File: src/rtl/core/ist_pkg.sv
// Shared types and fixed constants of the interval statistics tracker.
package ist_pkg;

  localparam int unsigned SampleBits = 32;
  localparam int unsigned WarmupBits = 16;
  localparam int unsigned PaddrBits  = 2;
  localparam int unsigned PdataBits  = 32;

  localparam logic [WarmupBits-1:0] WarmupReset   = WarmupBits'(16);
  localparam logic [SampleBits-1:0] SampleMax     = '1;
  localparam logic [PaddrBits-1:0]  RegWarmupAddr = PaddrBits'(0);

  // Commands from the controller to the datapath.
  typedef struct packed {
    logic start;   // a request is accepted this cycle
    logic step;    // one quotient bit of the mean update
    logic finish;  // apply the quotient to the running mean
    logic load;    // copy the statistics into the output register
  } ist_cmd_t;

  // Status from the datapath to the controller.
  typedef struct packed {
    logic record;    // warm-up is over, the next interval is recorded
    logic out_free;  // the output register can take a new result
  } ist_status_t;

endpackage

File: src/rtl/core/ist_in_if.sv
// Request channel carrying one timestamp.
interface ist_in_if #(
  parameter int unsigned STAMP_BITS = 48
);
  logic                  valid;
  logic                  ready;
  logic [STAMP_BITS-1:0] timestamp;

  modport source (output valid, output timestamp, input ready);
  modport sink (input valid, input timestamp, output ready);
endinterface

File: src/rtl/core/ist_out_if.sv
// Result channel carrying the interval statistics.
interface ist_out_if #(
  parameter int unsigned STAMP_BITS     = 48,
  parameter int unsigned MEAN_FRAC_BITS = 8
);
  logic                                 valid;
  logic                                 ready;
  logic [STAMP_BITS-1:0]                min_interval;
  logic [STAMP_BITS-1:0]                max_interval;
  logic [STAMP_BITS+MEAN_FRAC_BITS-1:0] mean_interval;
  logic [31:0]                          sample_total;
  logic                                 has_samples;

  modport source (output valid, output min_interval, output max_interval,
                  output mean_interval, output sample_total, output has_samples,
                  input ready);
  modport sink (input valid, input min_interval, input max_interval,
                input mean_interval, input sample_total, input has_samples,
                output ready);
endinterface

File: src/rtl/core/ist_ctrl.sv
// Controller state machine of the interval statistics tracker.
module ist_ctrl
  import ist_pkg::*;
#(
  parameter int unsigned MEAN_BITS = 56
) (
  input  logic        clk_i,
  input  logic        rst_ni,
  input  logic        in_valid_i,
  output logic        in_ready_o,
  input  ist_status_t status_i,
  output ist_cmd_t    cmd_o
);

  localparam int unsigned CntBits = $clog2(MEAN_BITS);
  localparam logic [CntBits-1:0] LastStep = CntBits'(MEAN_BITS - 1);

  localparam logic [1:0] StIdle = 2'd0;
  localparam logic [1:0] StDiv  = 2'd1;
  localparam logic [1:0] StFin  = 2'd2;
  localparam logic [1:0] StEmit = 2'd3;

  logic [1:0]         state_q, state_d;
  logic [CntBits-1:0] cnt_q, cnt_d;
  logic               accept;

  assign in_ready_o = (state_q == StIdle);
  assign accept     = in_valid_i && in_ready_o;

  always_comb begin
    state_d = state_q;
    cnt_d   = cnt_q;
    cmd_o   = '0;
    unique case (state_q)
      StIdle: begin
        if (accept) begin
          cmd_o.start = 1'b1;
          cnt_d       = '0;
          state_d     = status_i.record ? StDiv : StEmit;
        end
      end
      StDiv: begin
        cmd_o.step = 1'b1;
        cnt_d      = cnt_q + CntBits'(1);
        if (cnt_q == LastStep) begin
          state_d = StFin;
        end
      end
      StFin: begin
        cmd_o.finish = 1'b1;
        state_d      = StEmit;
      end
      StEmit: begin
        if (status_i.out_free) begin
          cmd_o.load = 1'b1;
          state_d    = StIdle;
        end
      end
      default: begin
        state_d = StIdle;
      end
    endcase
  end

  always_ff @(posedge clk_i or negedge rst_ni) begin
    if (!rst_ni) begin
      state_q <= StIdle;
      cnt_q   <= '0;
    end else begin
      state_q <= state_d;
      cnt_q   <= cnt_d;
    end
  end

endmodule

File: src/rtl/core/ist_dpath.sv
// Datapath of the interval statistics tracker: state, divider and output register.
module ist_dpath
  import ist_pkg::*;
#(
  parameter int unsigned STAMP_BITS     = 48,
  parameter int unsigned MEAN_FRAC_BITS = 8
) (
  input  logic                                 clk_i,
  input  logic                                 rst_ni,
  input  logic [STAMP_BITS-1:0]                timestamp_i,
  input  logic [WarmupBits-1:0]                warmup_i,
  input  ist_cmd_t                             cmd_i,
  output ist_status_t                          status_o,
  input  logic                                 out_ready_i,
  output logic                                 out_valid_o,
  output logic [STAMP_BITS-1:0]                min_o,
  output logic [STAMP_BITS-1:0]                max_o,
  output logic [STAMP_BITS+MEAN_FRAC_BITS-1:0] mean_o,
  output logic [SampleBits-1:0]                samples_o,
  output logic                                 has_samples_o
);

  localparam int unsigned MeanBits = STAMP_BITS + MEAN_FRAC_BITS;

  logic [STAMP_BITS-1:0] prev_q;
  logic [WarmupBits-1:0] cycles_q;
  logic [SampleBits-1:0] samples_q;
  logic [STAMP_BITS-1:0] min_q, max_q;
  logic [MeanBits-1:0]   mean_q;

  // Divider: the dividend register collects the quotient as it shifts.
  logic [MeanBits-1:0]   dvd_q;
  logic [SampleBits-1:0] rem_q, div_q;
  logic                  neg_q;

  logic                  out_valid_q;
  logic [STAMP_BITS-1:0] out_min_q, out_max_q;
  logic [MeanBits-1:0]   out_mean_q;
  logic [SampleBits-1:0] out_samples_q;

  logic [STAMP_BITS-1:0] interval;
  logic [MeanBits-1:0]   x_val;
  logic                  x_ge;
  logic [SampleBits-1:0] samples_next;
  logic [SampleBits:0]   rem_sh, rem_sub;
  logic                  q_bit;

  assign interval     = timestamp_i - prev_q;
  assign x_val        = MeanBits'(interval) << MEAN_FRAC_BITS;
  assign x_ge         = (x_val >= mean_q);
  assign samples_next = (samples_q != SampleMax) ? samples_q + SampleBits'(1) : samples_q;

  assign rem_sh  = {rem_q, dvd_q[MeanBits-1]};
  assign rem_sub = rem_sh - {1'b0, div_q};
  assign q_bit   = (rem_sh >= {1'b0, div_q});

  assign status_o.record   = (cycles_q >= warmup_i);
  assign status_o.out_free = !out_valid_q || out_ready_i;

  always_ff @(posedge clk_i or negedge rst_ni) begin
    if (!rst_ni) begin
      prev_q    <= '0;
      cycles_q  <= '0;
      samples_q <= '0;
      min_q     <= '1;
      max_q     <= '0;
      mean_q    <= '0;
    end else begin
      if (cmd_i.start) begin
        prev_q <= timestamp_i;
        if (status_o.record) begin
          samples_q <= samples_next;
          if (interval < min_q) begin
            min_q <= interval;
          end
          if (interval > max_q) begin
            max_q <= interval;
          end
        end else begin
          cycles_q <= cycles_q + WarmupBits'(1);
        end
      end
      if (cmd_i.finish) begin
        mean_q <= neg_q ? mean_q - dvd_q : mean_q + dvd_q;
      end
    end
  end

  always_ff @(posedge clk_i) begin
    if (cmd_i.start) begin
      dvd_q <= x_ge ? x_val - mean_q : mean_q - x_val;
      neg_q <= !x_ge;
      div_q <= samples_next;
      rem_q <= '0;
    end else if (cmd_i.step) begin
      dvd_q <= {dvd_q[MeanBits-2:0], q_bit};
      rem_q <= q_bit ? rem_sub[SampleBits-1:0] : rem_sh[SampleBits-1:0];
    end
  end

  always_ff @(posedge clk_i or negedge rst_ni) begin
    if (!rst_ni) begin
      out_valid_q <= 1'b0;
    end else if (cmd_i.load) begin
      out_valid_q <= 1'b1;
    end else if (out_ready_i) begin
      out_valid_q <= 1'b0;
    end
  end

  always_ff @(posedge clk_i) begin
    if (cmd_i.load) begin
      out_min_q     <= min_q;
      out_max_q     <= max_q;
      out_mean_q    <= mean_q;
      out_samples_q <= samples_q;
    end
  end

  assign out_valid_o   = out_valid_q;
  assign min_o         = out_min_q;
  assign max_o         = out_max_q;
  assign mean_o        = out_mean_q;
  assign samples_o     = out_samples_q;
  assign has_samples_o = (out_samples_q != '0);

endmodule

File: src/rtl/core/interval_statistics_tracker.sv
// Top level of the interval statistics tracker with its configuration register.
//
// Each request carries one timestamp of a free-running counter and yields one result
// with the smallest, largest and running mean interval between timestamps, the number
// of recorded intervals and a flag that is set once one has been recorded. The first
// warmup_cycles requests (register 0, byte address 0, reset value 16) only count and
// record nothing. For an interval that is recorded, the mean update divides by the
// sample count in a restoring divider that produces one quotient bit per cycle,
// applies the quotient to the mean and then loads the result. A request during
// warm-up skips the divider and goes straight to loading its result. A result that
// is still waiting to be read when the next one is ready to load adds those waiting
// cycles as a stall. One request is in flight at a time; the next is taken once its
// result sits in the output register, while that result still waits to be read.
// The mean is unsigned fixed point with MEAN_FRAC_BITS fractional bits and every
// division truncates toward zero.
module interval_statistics_tracker
  import ist_pkg::*;
#(
  parameter int unsigned STAMP_BITS     = 48,
  parameter int unsigned MEAN_FRAC_BITS = 8
) (
  input  logic                 clk_i,
  input  logic                 rst_ni,
  ist_in_if.sink               item_i,
  ist_out_if.source            stats_o,
  input  logic                 psel,
  input  logic                 penable,
  input  logic                 pwrite,
  input  logic [PaddrBits-1:0] paddr,
  input  logic [PdataBits-1:0] pwdata,
  output logic [PdataBits-1:0] prdata,
  output logic                 pready
);

  localparam int unsigned MeanBits = STAMP_BITS + MEAN_FRAC_BITS;

  logic [WarmupBits-1:0] warmup_q;
  logic                  cfg_write;
  ist_cmd_t              cmd;
  ist_status_t           status;

  // The register port never waits; only the warm-up register is decoded.
  assign pready    = 1'b1;
  assign cfg_write = psel && penable && pwrite && (paddr == RegWarmupAddr);
  assign prdata    = (paddr == RegWarmupAddr) ? PdataBits'(warmup_q) : '0;

  always_ff @(posedge clk_i or negedge rst_ni) begin
    if (!rst_ni) begin
      warmup_q <= WarmupReset;
    end else if (cfg_write) begin
      warmup_q <= pwdata[WarmupBits-1:0];
    end
  end

  ist_ctrl #(
    .MEAN_BITS (MeanBits)
  ) u_ctrl (
    .clk_i      (clk_i),
    .rst_ni     (rst_ni),
    .in_valid_i (item_i.valid),
    .in_ready_o (item_i.ready),
    .status_i   (status),
    .cmd_o      (cmd)
  );

  ist_dpath #(
    .STAMP_BITS     (STAMP_BITS),
    .MEAN_FRAC_BITS (MEAN_FRAC_BITS)
  ) u_dpath (
    .clk_i         (clk_i),
    .rst_ni        (rst_ni),
    .timestamp_i   (item_i.timestamp),
    .warmup_i      (warmup_q),
    .cmd_i         (cmd),
    .status_o      (status),
    .out_ready_i   (stats_o.ready),
    .out_valid_o   (stats_o.valid),
    .min_o         (stats_o.min_interval),
    .max_o         (stats_o.max_interval),
    .mean_o        (stats_o.mean_interval),
    .samples_o     (stats_o.sample_total),
    .has_samples_o (stats_o.has_samples)
  );

endmodule

File: src/flat_wrapper.sv
// flat-port wrapper written by rule: the top's interface ports become plain ports
module interval_statistics_tracker_flat import ist_pkg::*;
#(
  parameter int unsigned STAMP_BITS     = 48,
  parameter int unsigned MEAN_FRAC_BITS = 8
)
  (clk_i, rst_ni, psel, penable, pwrite, paddr, pwdata, prdata, pready, item_i_valid, item_i_timestamp, item_i_ready, stats_o_valid, stats_o_min_interval, stats_o_max_interval, stats_o_mean_interval, stats_o_sample_total, stats_o_has_samples, stats_o_ready);
  ist_in_if #(.STAMP_BITS(STAMP_BITS)) item_i_i ();
  ist_out_if #(.STAMP_BITS(STAMP_BITS), .MEAN_FRAC_BITS(MEAN_FRAC_BITS)) stats_o_i ();
  input  logic clk_i;
  input  logic rst_ni;
  input  logic psel;
  input  logic penable;
  input  logic pwrite;
  input  logic [PaddrBits-1:0] paddr;
  input  logic [PdataBits-1:0] pwdata;
  output logic [PdataBits-1:0] prdata;
  output logic pready;
  input wire logic [$bits(item_i_i.valid)-1:0] item_i_valid;
  input wire logic [$bits(item_i_i.timestamp)-1:0] item_i_timestamp;
  output wire logic [$bits(item_i_i.ready)-1:0] item_i_ready;
  output wire logic [$bits(stats_o_i.valid)-1:0] stats_o_valid;
  output wire logic [$bits(stats_o_i.min_interval)-1:0] stats_o_min_interval;
  output wire logic [$bits(stats_o_i.max_interval)-1:0] stats_o_max_interval;
  output wire logic [$bits(stats_o_i.mean_interval)-1:0] stats_o_mean_interval;
  output wire logic [$bits(stats_o_i.sample_total)-1:0] stats_o_sample_total;
  output wire logic [$bits(stats_o_i.has_samples)-1:0] stats_o_has_samples;
  input wire logic [$bits(stats_o_i.ready)-1:0] stats_o_ready;
  assign item_i_i.valid = item_i_valid;
  assign item_i_i.timestamp = item_i_timestamp;
  assign item_i_ready = item_i_i.ready;
  assign stats_o_valid = stats_o_i.valid;
  assign stats_o_min_interval = stats_o_i.min_interval;
  assign stats_o_max_interval = stats_o_i.max_interval;
  assign stats_o_mean_interval = stats_o_i.mean_interval;
  assign stats_o_sample_total = stats_o_i.sample_total;
  assign stats_o_has_samples = stats_o_i.has_samples;
  assign stats_o_i.ready = stats_o_ready;
  interval_statistics_tracker #(.STAMP_BITS(STAMP_BITS), .MEAN_FRAC_BITS(MEAN_FRAC_BITS)) u_core (.clk_i(clk_i), .rst_ni(rst_ni), .item_i(item_i_i), .stats_o(stats_o_i), .psel(psel), .penable(penable), .pwrite(pwrite), .paddr(paddr), .pwdata(pwdata), .prdata(prdata), .pready(pready));
endmodule
File: config.mk
export PLATFORM = sky130hd
export DESIGN_NAME = interval_statistics_tracker_flat
export DESIGN_NICKNAME = d
export VERILOG_FILES = /design/src/rtl/core/ist_pkg.sv /design/src/rtl/core/ist_in_if.sv /design/src/rtl/core/ist_out_if.sv /design/src/rtl/core/ist_ctrl.sv /design/src/rtl/core/ist_dpath.sv /design/src/rtl/core/interval_statistics_tracker.sv /design/src/flat_wrapper.sv
export SDC_FILE = /design/constraint.sdc
export NUM_CORES = 1
export LEC_CHECK = 0
export ABC_AREA = 1
export BUFFER_PORTS_ARGS = -buffer_cell sky130_fd_sc_hd__buf_2
export CAP_MARGIN = 20
export CORE_ASPECT_RATIO = 1.1
export CORE_MARGIN = 2
export CORE_UTILIZATION = 45
export DETAILED_ROUTE_END_ITERATION = 12
export GPL_TIMING_DRIVEN = 0
export PLACE_DENSITY_LB_ADDON = 0.1
export SLEW_MARGIN = 0
export SYNTH_ARGS = -nofsm -noshare
export SYNTH_HDL_FRONTEND = slang
export SYNTH_SLANG_ARGS = --single-unit
export TNS_END_PERCENT = 50
File: constraint.sdc
create_clock -name clk_i -period 19.55 [get_ports clk_i]
set_clock_uncertainty 0.2 [all_clocks]
set_input_delay 1.955 -clock clk_i [delete_from_list [all_inputs] [get_ports clk_i]]
set_output_delay 1.955 -clock clk_i [all_outputs]
set_load 0.1 [all_outputs]
### Word-level counts from Yosys, hierarchy flattened

Cells that the tools add are included.

| storage, ports and cells | value |
|---|---|
| flip-flop bits (word level) | 578 |
| output and inout bits | 220 |
| word-level logic and storage cells | 82 |

| cells by class | value |
|---|---|
| add/sub/neg operators | 9 |
| $lt $le $gt $ge | 5 |
| eq/ne operators | 8 |
| muxes and demuxes | 22 |
| bitwise logic cells | 1 |
| reduce and logical (&&, ||, !) cells | 19 |

Operator list:

| operator | number |
|---|---|
| $mux W56 | 4 |
| $sub A56 B56 Y56 | 3 |
| $mux W32 | 2 |
| $add A56 B56 Y56 | 1 |
| $ge A56 B56 Y1 | 1 |
| $gt A48 B48 Y1 | 1 |
| $lt A48 B48 Y1 | 1 |
| $sub A48 B48 Y48 | 1 |
| $ge A33 B32 Y1 | 1 |
| $add A32 B1 Y32 const B | 1 |
| $ne A32 B32 Y1 const B | 1 |
| $reduce_bool A32 Y1 | 1 |
| $sub A32 B32 Y32 | 1 |
| $add A16 B1 Y16 const B | 1 |
| $ge A16 B16 Y1 | 1 |
| $mux W16 | 1 |
| $pmux W6 S2 | 1 |
| $reduce_and A3 Y1 | 3 |
| $mux W1 | 8 |
| $mux W2 | 4 |
| $pmux W2 S4 | 1 |
| $add A6 B1 Y6 const B | 1 |
| $eq A6 B6 Y1 const B | 1 |
| $mux W6 | 1 |
| 11 further kinds | 22 |

### Logic depth before layout (Yosys ltp)

Gate-level depths: netlist of run 1.

| logic depth | value |
|---|---|
| depth after elaboration | 5 |
| depth in mapped cells | 36 |
| mapped depth without buffers | 35 |

### By module

Synthesis of run 1 repeated with hierarchy kept, for this count alone.

| second synthesis, totals | value |
|---|---|
| cell total of the unflattened synthesis | 5378 |
| area total of the unflattened synthesis | 41030.6 µm² |

By module, submodules not included:

| module | instances | cells an instance | area an instance (µm²) | sequential area each (µm²) |
|---|---|---|---|---|
| ist_dpath | 1 | 5186 | 39564.2 | 15129.5 |
| interval_statistics_tracker | 1 | 125 | 939.7 | 401.6 |
| ist_ctrl | 1 | 67 | 526.8 | 200.2 |

### Least setup slack after synthesis of run 1

Ideal clock, no wire load.

| path | value |
|---|---|
| path type | input -> register |
| start | input stats_o_ready |
| end | register u_core.u_dpath.out_max_q[0], in the netlist u_core.u_dpath.max_o[0], enable pin |
| library setup time | 0.788 ns |
| arrival | 10.782 ns |
| slack | 7.779 ns |
| stages on the path | 2 |
| path buffers | 0 |
| cells stage by stage | inv_1 > a21oi_1 |

RTL lines:

| element | line | RTL |
|---|---|---|
| start, declared | flat_wrapper.sv:28 | `input wire logic [$bits(stats_o_i.ready)-1:0] stats_o_ready;` |
| end signal, assigned | ist_dpath.sv:114 | `out_max_q <= max_q;` |
| end, declared | ist_dpath.sv:37 | `logic [STAMP_BITS-1:0] out_min_q, out_max_q;` |

### Worst setup path in the final report of run 1

| path | value |
|---|---|
| start | input item_i_timestamp[0] |
| end | register u_core.u_dpath.dvd_q[45] (data pin) |

| between the ends | value |
|---|---|
| longest elaborated chain between the ends | 4 |
| elaborated cells between the ends (all ways) | 6 |
| those cells by class | 3 x add/sub; 1 x order compare; 2 x mux |

RTL lines:

| element | line | RTL |
|---|---|---|
| start, declared | flat_wrapper.sv:20 | `input wire logic [$bits(item_i_i.timestamp)-1:0] item_i_timestamp;` |
| $sub A48 B48 Y48 | ist_dpath.sv:48 | `assign interval = timestamp_i - prev_q;` |
| named net u_core.u_dpath.interval[41] | ist_dpath.sv:41 | `logic [STAMP_BITS-1:0] interval;` |
| $ge A56 B56 Y1 | ist_dpath.sv:50 | `assign x_ge = (x_val >= mean_q);` |
| $mux W56 | ist_dpath.sv:91 | `dvd_q <= x_ge ? x_val - mean_q : mean_q - x_val;` |
| $mux W56 | ist_dpath.sv:90 | `if (cmd_i.start) begin` |
| end signal, assigned | ist_dpath.sv:91 |  |
| end signal, assigned | ist_dpath.sv:96 | `dvd_q <= {dvd_q[MeanBits-2:0], q_bit};` |
| end, declared | ist_dpath.sv:32 | `logic [MeanBits-1:0] dvd_q;` |

The timed path passes the listed nets, and every way through them passes these cells.
A chain may end at the register's enable or synchronous reset.

==> results.yml, run 1 <==
run_status:
  status: "finished, final reports clean"
critical_path:
  critPathLaunchType: "primary input"
  max_stage_delay_ns: 0.71
  cp_data_arrival_time_ns: 8.25
  end_kind: "register"
  required_ns: 19.74
  crit_top_cell: "nand2_1"
  critPathKind: "primary input to register"
  cp_max_fo: 10
  slowest_stage: "xor2_1"
timing:
  slew_violations: 0
  rsz0062_at_grt: "no"
  fmax_mhz: 124
  min_period_over_period_pct: 41.2
  tns_ns: 0
  finalSetupViolCount: 0
  hold_viol: 0
  slew_headroom_pct: 25.6
  period_minus_slack_ns: 8.06
  worst_pin_slew_ns: 1.11
worst_hold_path:
  hold_class: "register to register"
cells_and_area:
  synthToLayoutAreaGrowth_pct: 13.8
  fillCellCount: 8936
  final_design_area_no_fill_um2: 46200
  nNetsFinal: 6143
  layout-drive-gt1-share_pct: 10.4
  fin_util_pct: 51.7
placed_design:
  place_area_um2: 43900
  dp_hpwl_um: 115000
  gp_congestion: 0.981
  io_buffers: 275
floorplan:
  fp.dieH_um: 319
  die_area_um2: 92600
  num_io_pins: 309
  rows: 115
  start_util_pct: 45.4
  die_w_um: 290
  core_um2: 89400
route:
  ant_nets: 0
  wire_per_inst_um: 20.1
  drc: 0
  vias: 36500
  firstDrtPassIters: 6
  drt_iter0_markers: 2670
  viasPerCell: 5.27
  totalWireLength_um: 139000
cts:
  numCtsBuffers: 68
  postCtsSetupBuffers: 0
  cts_resized: 0
  clock_insertion_delay_worst_skew_ns: 0.64
  cts_max_level: 3
  cts_tree: "yes"
  clk_pin_slew_worst_paths_ns: 0.06
  cts_root_buf: "clkbuf_16"
  cts_hold_buf: 0
  clockBufferDepth: 3
  clock_sinks: 578
synth:
  ys_warn_count: 0
  syn_area_per_cell_um2: 7.63
  synthFlopType: "edfxtp_1"
  ys_seq_area_share_pct: 38.8
  synth.distinct_cells: 64
  async_flop_share_pct: 47.2
  synth_seq_cells: 578
  netlist_instances: 5322
  synth_area_um2: 40600
  synth_enable_flop_cells: 273
run:
  drv_cap: 0
global_routing:
  antenna_found_initial: 1
  gr-total-overflow: 0
  grt_max_degree: 105
  grt_usage_pct: 29.7
  grt_pass1_vias: 35400
  grt_pass1_wl_um: 210000
final cells by class:
type	count	area (µm²)	area share, %
multi-input combinational	3819	21200	45.9
sequential	578	15700	34.1
inverter	816	3060	6.63
clock buffer	90	1850	4.00
timing repair buffer	304	1810	3.92
tap	1170	1460	3.17
buffer	124	654	1.42
clock inverter	35	403	0.872
antenna	2	5.00	0.0108
cell usage after synthesis (4+ instances only):
| library cell | count | area [µm²] |
|---|---|---|
| nand2_1 | 1305 | 4900 |
| inv_1 | 811 | 3040 |
| nor2_1 | 450 | 1690 |
| a21oi_1 | 412 | 2060 |
| ha_1 | 339 | 4240 |
| o21ai_0 | 332 | 1660 |
| edfxtp_1 | 273 | 8200 |
| nand3_1 | 271 | 1360 |
| dfrtp_1 | 224 | 5610 |
| xor2_1 | 170 | 1490 |
| xnor2_1 | 64 | 561 |
| clkbuf_1 | 61 | 229 |
| nor3_1 | 54 | 270 |
| dfstp_2 | 49 | 1290 |
| nand4_1 | 48 | 300 |
| a31oi_1 | 38 | 238 |
| nor4_1 | 37 | 231 |
| o211ai_1 | 37 | 278 |
| dfxtp_1 | 32 | 641 |
| o21a_1 | 32 | 240 |
| or2_2 | 27 | 169 |
| buf_2 | 22 | 110 |
| buf_4 | 22 | 165 |
| a21o_1 | 18 | 135 |
| nand2_2 | 18 | 113 |
| o21ai_1 | 18 | 90.1 |
| o21bai_1 | 13 | 97.6 |
| a21boi_0 | 12 | 90.1 |
| a211oi_1 | 11 | 82.6 |
| nor2_2 | 11 | 68.8 |
| buf_6 | 10 | 113 |
| nand3b_1 | 8 | 60.1 |
| o31ai_1 | 8 | 60.1 |
| buf_1 | 7 | 26.3 |
| and3_1 | 6 | 37.5 |
| nand3_2 | 6 | 60.1 |
| o221ai_1 | 6 | 52.6 |
| a221oi_1 | 5 | 43.8 |
| a31o_2 | 5 | 43.8 |
| mux2i_1 | 5 | 50.1 |
| nor3_2 | 5 | 50.1 |
| o22ai_1 | 5 | 31.3 |
| fa_1 | 4 | 80.1 |
path summary, 6_finish.rpt:
path                                           from                       end  slack (ns)  depth (start not counted)
max                             item_i_timestamp[0]  u_core.u_dpath.dvd_q[45]       11.49                         32
min                        u_core.u_dpath.max_q[14]  u_core.u_dpath.max_o[14]        0.26                          0
max reg2reg                u_core.u_dpath.prev_q[0]  u_core.u_dpath.dvd_q[45]       12.65                         30
min reg2reg                u_core.u_dpath.max_q[14]  u_core.u_dpath.max_o[14]        0.26                          0
max in group asynchronous                    rst_ni  u_core.u_dpath.min_q[16]       16.59                          3
min in group asynchronous                    rst_ni       u_core.warmup_q[10]        1.10                          1
stage by stage:
step / setup slack (ns) / hold WS, ns / cells
final: 11.49 / 0.263 / 6938
after global routing: 11.25 / 0.281 / 6936
after CTS: 11.67 / 0.262 / 6936
after detailed placement: 11.04 / 0.261 / 6811
after global placement: 3.38 / 0.259 / 6782
after floorplan: 7.78 / 0.244 / 5337
registers in the layout (all words and copies together), names as in the netlist, 16 cells and up:
name and flops:
u_core.u_dpath.mean_o 56, u_core.warmup_q 16, u_core.u_dpath.cycles_q 16, u_core.u_dpath.dvd_q 56, u_core.u_dpath.min_q 48, u_core.u_dpath.rem_q 32, u_core.u_dpath.div_q 32, u_core.u_dpath.mean_q 56
u_core.u_dpath.prev_q 48, u_core.u_dpath.samples_q 32, u_core.u_dpath.min_o 48, u_core.u_dpath.max_o 48, u_core.u_dpath.max_q 48, u_core.u_dpath.samples_o 32
cell families after synthesis:
group | after synthesis | share of synthesized area (%)
other | 2 | 0.0185
buffers and inverters | 940 | 9.15
multiplexers | 5 | 0.123
XOR/XNOR | 234 | 5.05
AND/OR/NAND/NOR | 2252 | 23.1
flip-flops | 578 | 38.8
AO/OA/AOI/OAI | 968 | 13.2
adder cells (fa/ha/maj) | 343 | 10.6
cell usage in the layout (no fill, tap or decap), types with 12 or more instances in the layout:
cell       synthesis  final
a31oi_1           38     38
o21a_1            32     32
nor2_1           450    450
o21ai_0          332    332
nand2_2           18     18
dfxtp_1           32     32
edfxtp_1         273    273
o211ai_1          37     37
buf_4             22     28
ha_1             339    339
inv_1            811    810
nor3_1            54     54
o21bai_1          13     13
dfrtp_1          224    224
nand2_1         1305   1305
nor4_1            37     37
dfstp_2           49     49
o21ai_1           18     18
clkbuf_16          0     69
or2_2             27     27
xor2_1           170    170
xnor2_1           64     64
nand3_1          271    271
buf_2             22    297
buf_6             10     22
a21oi_1          412    411
nand4_1           48     48
clkbuf_1          61     78
clkinv_2           0     15
a21o_1            18     18
a21boi_0          12     12
conb_1             2     17
per-layer routing:
| layer | share of wire, % | up-vias | global-route usage, % |
|---|---|---|---|
| li1 | - | 18300 | - |
| met1 | 45 | 17000 | 40.7 |
| met2 | 46 | 1061 | 48.6 |
| met3 | 5.8 | 188 | 3.47 |
| met4 | 3.7 | 0 | 10.7 |
| met5 | 0 | - | 0 |
worst max-delay path, delay by kind of cell:
| kind | cells | cell delay (ns) |
|---|---|---|
| compound gates | 6 | 1.54 |
| fa+ha+maj | 2 | 0.83 |
| simple gates | 18 | 2.08 |
| buf+inv | 5 | 1.10 |
| xor+xnor | 1 | 0.71 |
Power of run 1 is not shown: default switching activity piles up to over one toggle a cycle in this logic, so the estimate is an artifact.
==> inputs of run 2 (changes only) <==
Clock period 19.55 ns to 6.6 ns, I/O delays scaled along.
==> run 2 against run 1 <==
- sequential cell count unchanged
- first-iteration DRC count is 4.2% higher
- routed wire length increased by 0.25%
- highest routed layer unchanged
==> results.yml, run 2 (same netlist as run 1, synthesis figures left out) <==
run:
  drv_cap: 0
worst_hold_path:
  hold_class: "primary input to register"
timing:
  layout_setup_ws_ns: 0.310
  slew_violations: 0
  hold_viol: 0
  min_period_over_period_pct: 95.3
  fmax_mhz: 159
  period_minus_slack_ns: 6.29
  fin_hold_ws_ns: 0.0541
  finalSetupViolCount: 0
  slew_headroom_pct: 30.3
  worst_pin_slew_ns: 1.03
  rsz0062_at_grt: "no"
placed_design:
  dp_cells: 6810
  dp_hpwl_um: 115000
  gp_congestion: 0.977
  place_area_um2: 43900
  place_ws_ns: -0.544
  io_buffers: 275
cts:
  cts_root_buf: "clkbuf_16"
  cts_max_level: 3
  clock_sinks: 578
  clock_insertion_delay_worst_skew_ns: 0.64
  clockBufferDepth: 3
  clk_pin_slew_worst_paths_ns: 0.06
  cts_tree: "yes"
  numCtsBuffers: 68
floorplan:
  die_area_um2: 92600
  fp.dieH_um: 319
  num_io_pins: 309
  rows: 115
  core_um2: 89400
  die_w_um: 290
  start_util_pct: 45.4
global_routing:
  gr-total-overflow: 0
  grt_pass1_vias: 35400
  grt_usage_pct: 29.7
  grt_pass1_wl_um: 210000
  use_met1_pct: 40.5
  grt_max_degree: 98
  met2_usage_pct: 48.1
  antenna_found_initial: 2
  top_usage_layer: "met2"
  use_met3_pct: 3.30
route:
  firstDrtPassIters: 6
  totalWireLength_um: 140000
  drt_iter0_markers: 2781
  ant_nets: 0
  viasPerCell: 5.31
  drc: 0
  vias: 36800
  wire_per_inst_um: 20.1
cells_and_area:
  antennaDiodeCount: 0
  synthToLayoutAreaGrowth_pct: 13.9
  layout_common_cells: "nand2_1, inv_1, nor2_1"
  layout-drive-gt1-share_pct: 10.5
  final_design_area_no_fill_um2: 46200
  fin_cells: 6937
  final_common_cell: "nand2_1"
  nNetsFinal: 6144
critical_path:
  cp_max_fo: 10
  cp_data_arrival_time_ns: 6.48
  critPathKind: "register to register"
  critPathLaunchType: "register"
  end_kind: "register"
  required_ns: 6.79
run_status:
  status: "finished, final reports clean"
==> run 2: cell type report <==
cell class                 count  area [µm²]
fill                        8891       43100
multi-input combinational   3819       21300
sequential                   578       15700
inverter                     816        3060
clock buffer                  87        1810
timing repair buffer         305        1810
tap                         1170        1460
buffer                       124         664
clock inverter                38         413
==> run 2: critical path, stage by stage, from the launching register on <==
cell and delay (ns):
dfrtp_1 0.33, inv_1 0.05, ha_1 0.35, a21oi_1 0.17
nand2_1 0.17, nand2_1 0.10, nand2_1 0.13, nand2_1 0.09
nand3_1 0.22, nand2_1 0.19, nand2_1 0.09, nand2_1 0.08
o211ai_1 0.12, a211oi_1 0.64, xor2_2 0.35, ha_1 0.45
inv_1 0.08, nor3_1 0.27, nand2_1 0.18, nor4_1 0.32
nand2_1 0.10, nand2_2 0.18, buf_2 0.42, mux2i_1 0.48
xor2_1 0.15, nand2_1 0.09, nand2_1 0.05
==> run 2: final timing paths <==
path / cells after the start / from / slack [ns] / endpoint
max: 26 / u_core.u_dpath.prev_q[2] / 0.31 / u_core.u_dpath.dvd_q[25]
min: 3 / item_i_timestamp[34] / 0.05 / u_core.u_dpath.prev_q[34]
max reg2reg: 26 / u_core.u_dpath.prev_q[2] / 0.31 / u_core.u_dpath.dvd_q[25]
min reg2reg: 2 / u_core.u_dpath.rem_q[7] / 0.27 / u_core.u_dpath.rem_q[7]
max in group asynchronous: 3 / rst_ni / 4.72 / u_core.u_dpath.samples_q[10]
min in group asynchronous: 2 / rst_ni / 0.41 / u_core.warmup_q[12]
==> run 2: per-layer routing <==
layer,vias to the layer above,share of wire (%)
met3,219,5.2
met2,1005,45
met5,-,0
li1,18300,-
met4,0,4.2
met1,17300,45
==> run 2: timing repair <==
action                                  CTS  global route
pin swaps                                 0             1
hold buffers                              1             0
endpoints found under the setup margin    1            49
buffers inserted                          0             1
gates resized for setup                   1            17
endpoints found under the hold margin    67             0
==> run 2: through the flow <==
stage | setup TNS [ns] | utilization, %
floorplan | 0 | -
global placement | -199.18 | 48.7
detailed placement | -11.83 | 49.1
CTS | 0 | 51.6
global route | 0 | 51.7
finish | 0 | 51.7
Power of run 2 is left out for the same reason.
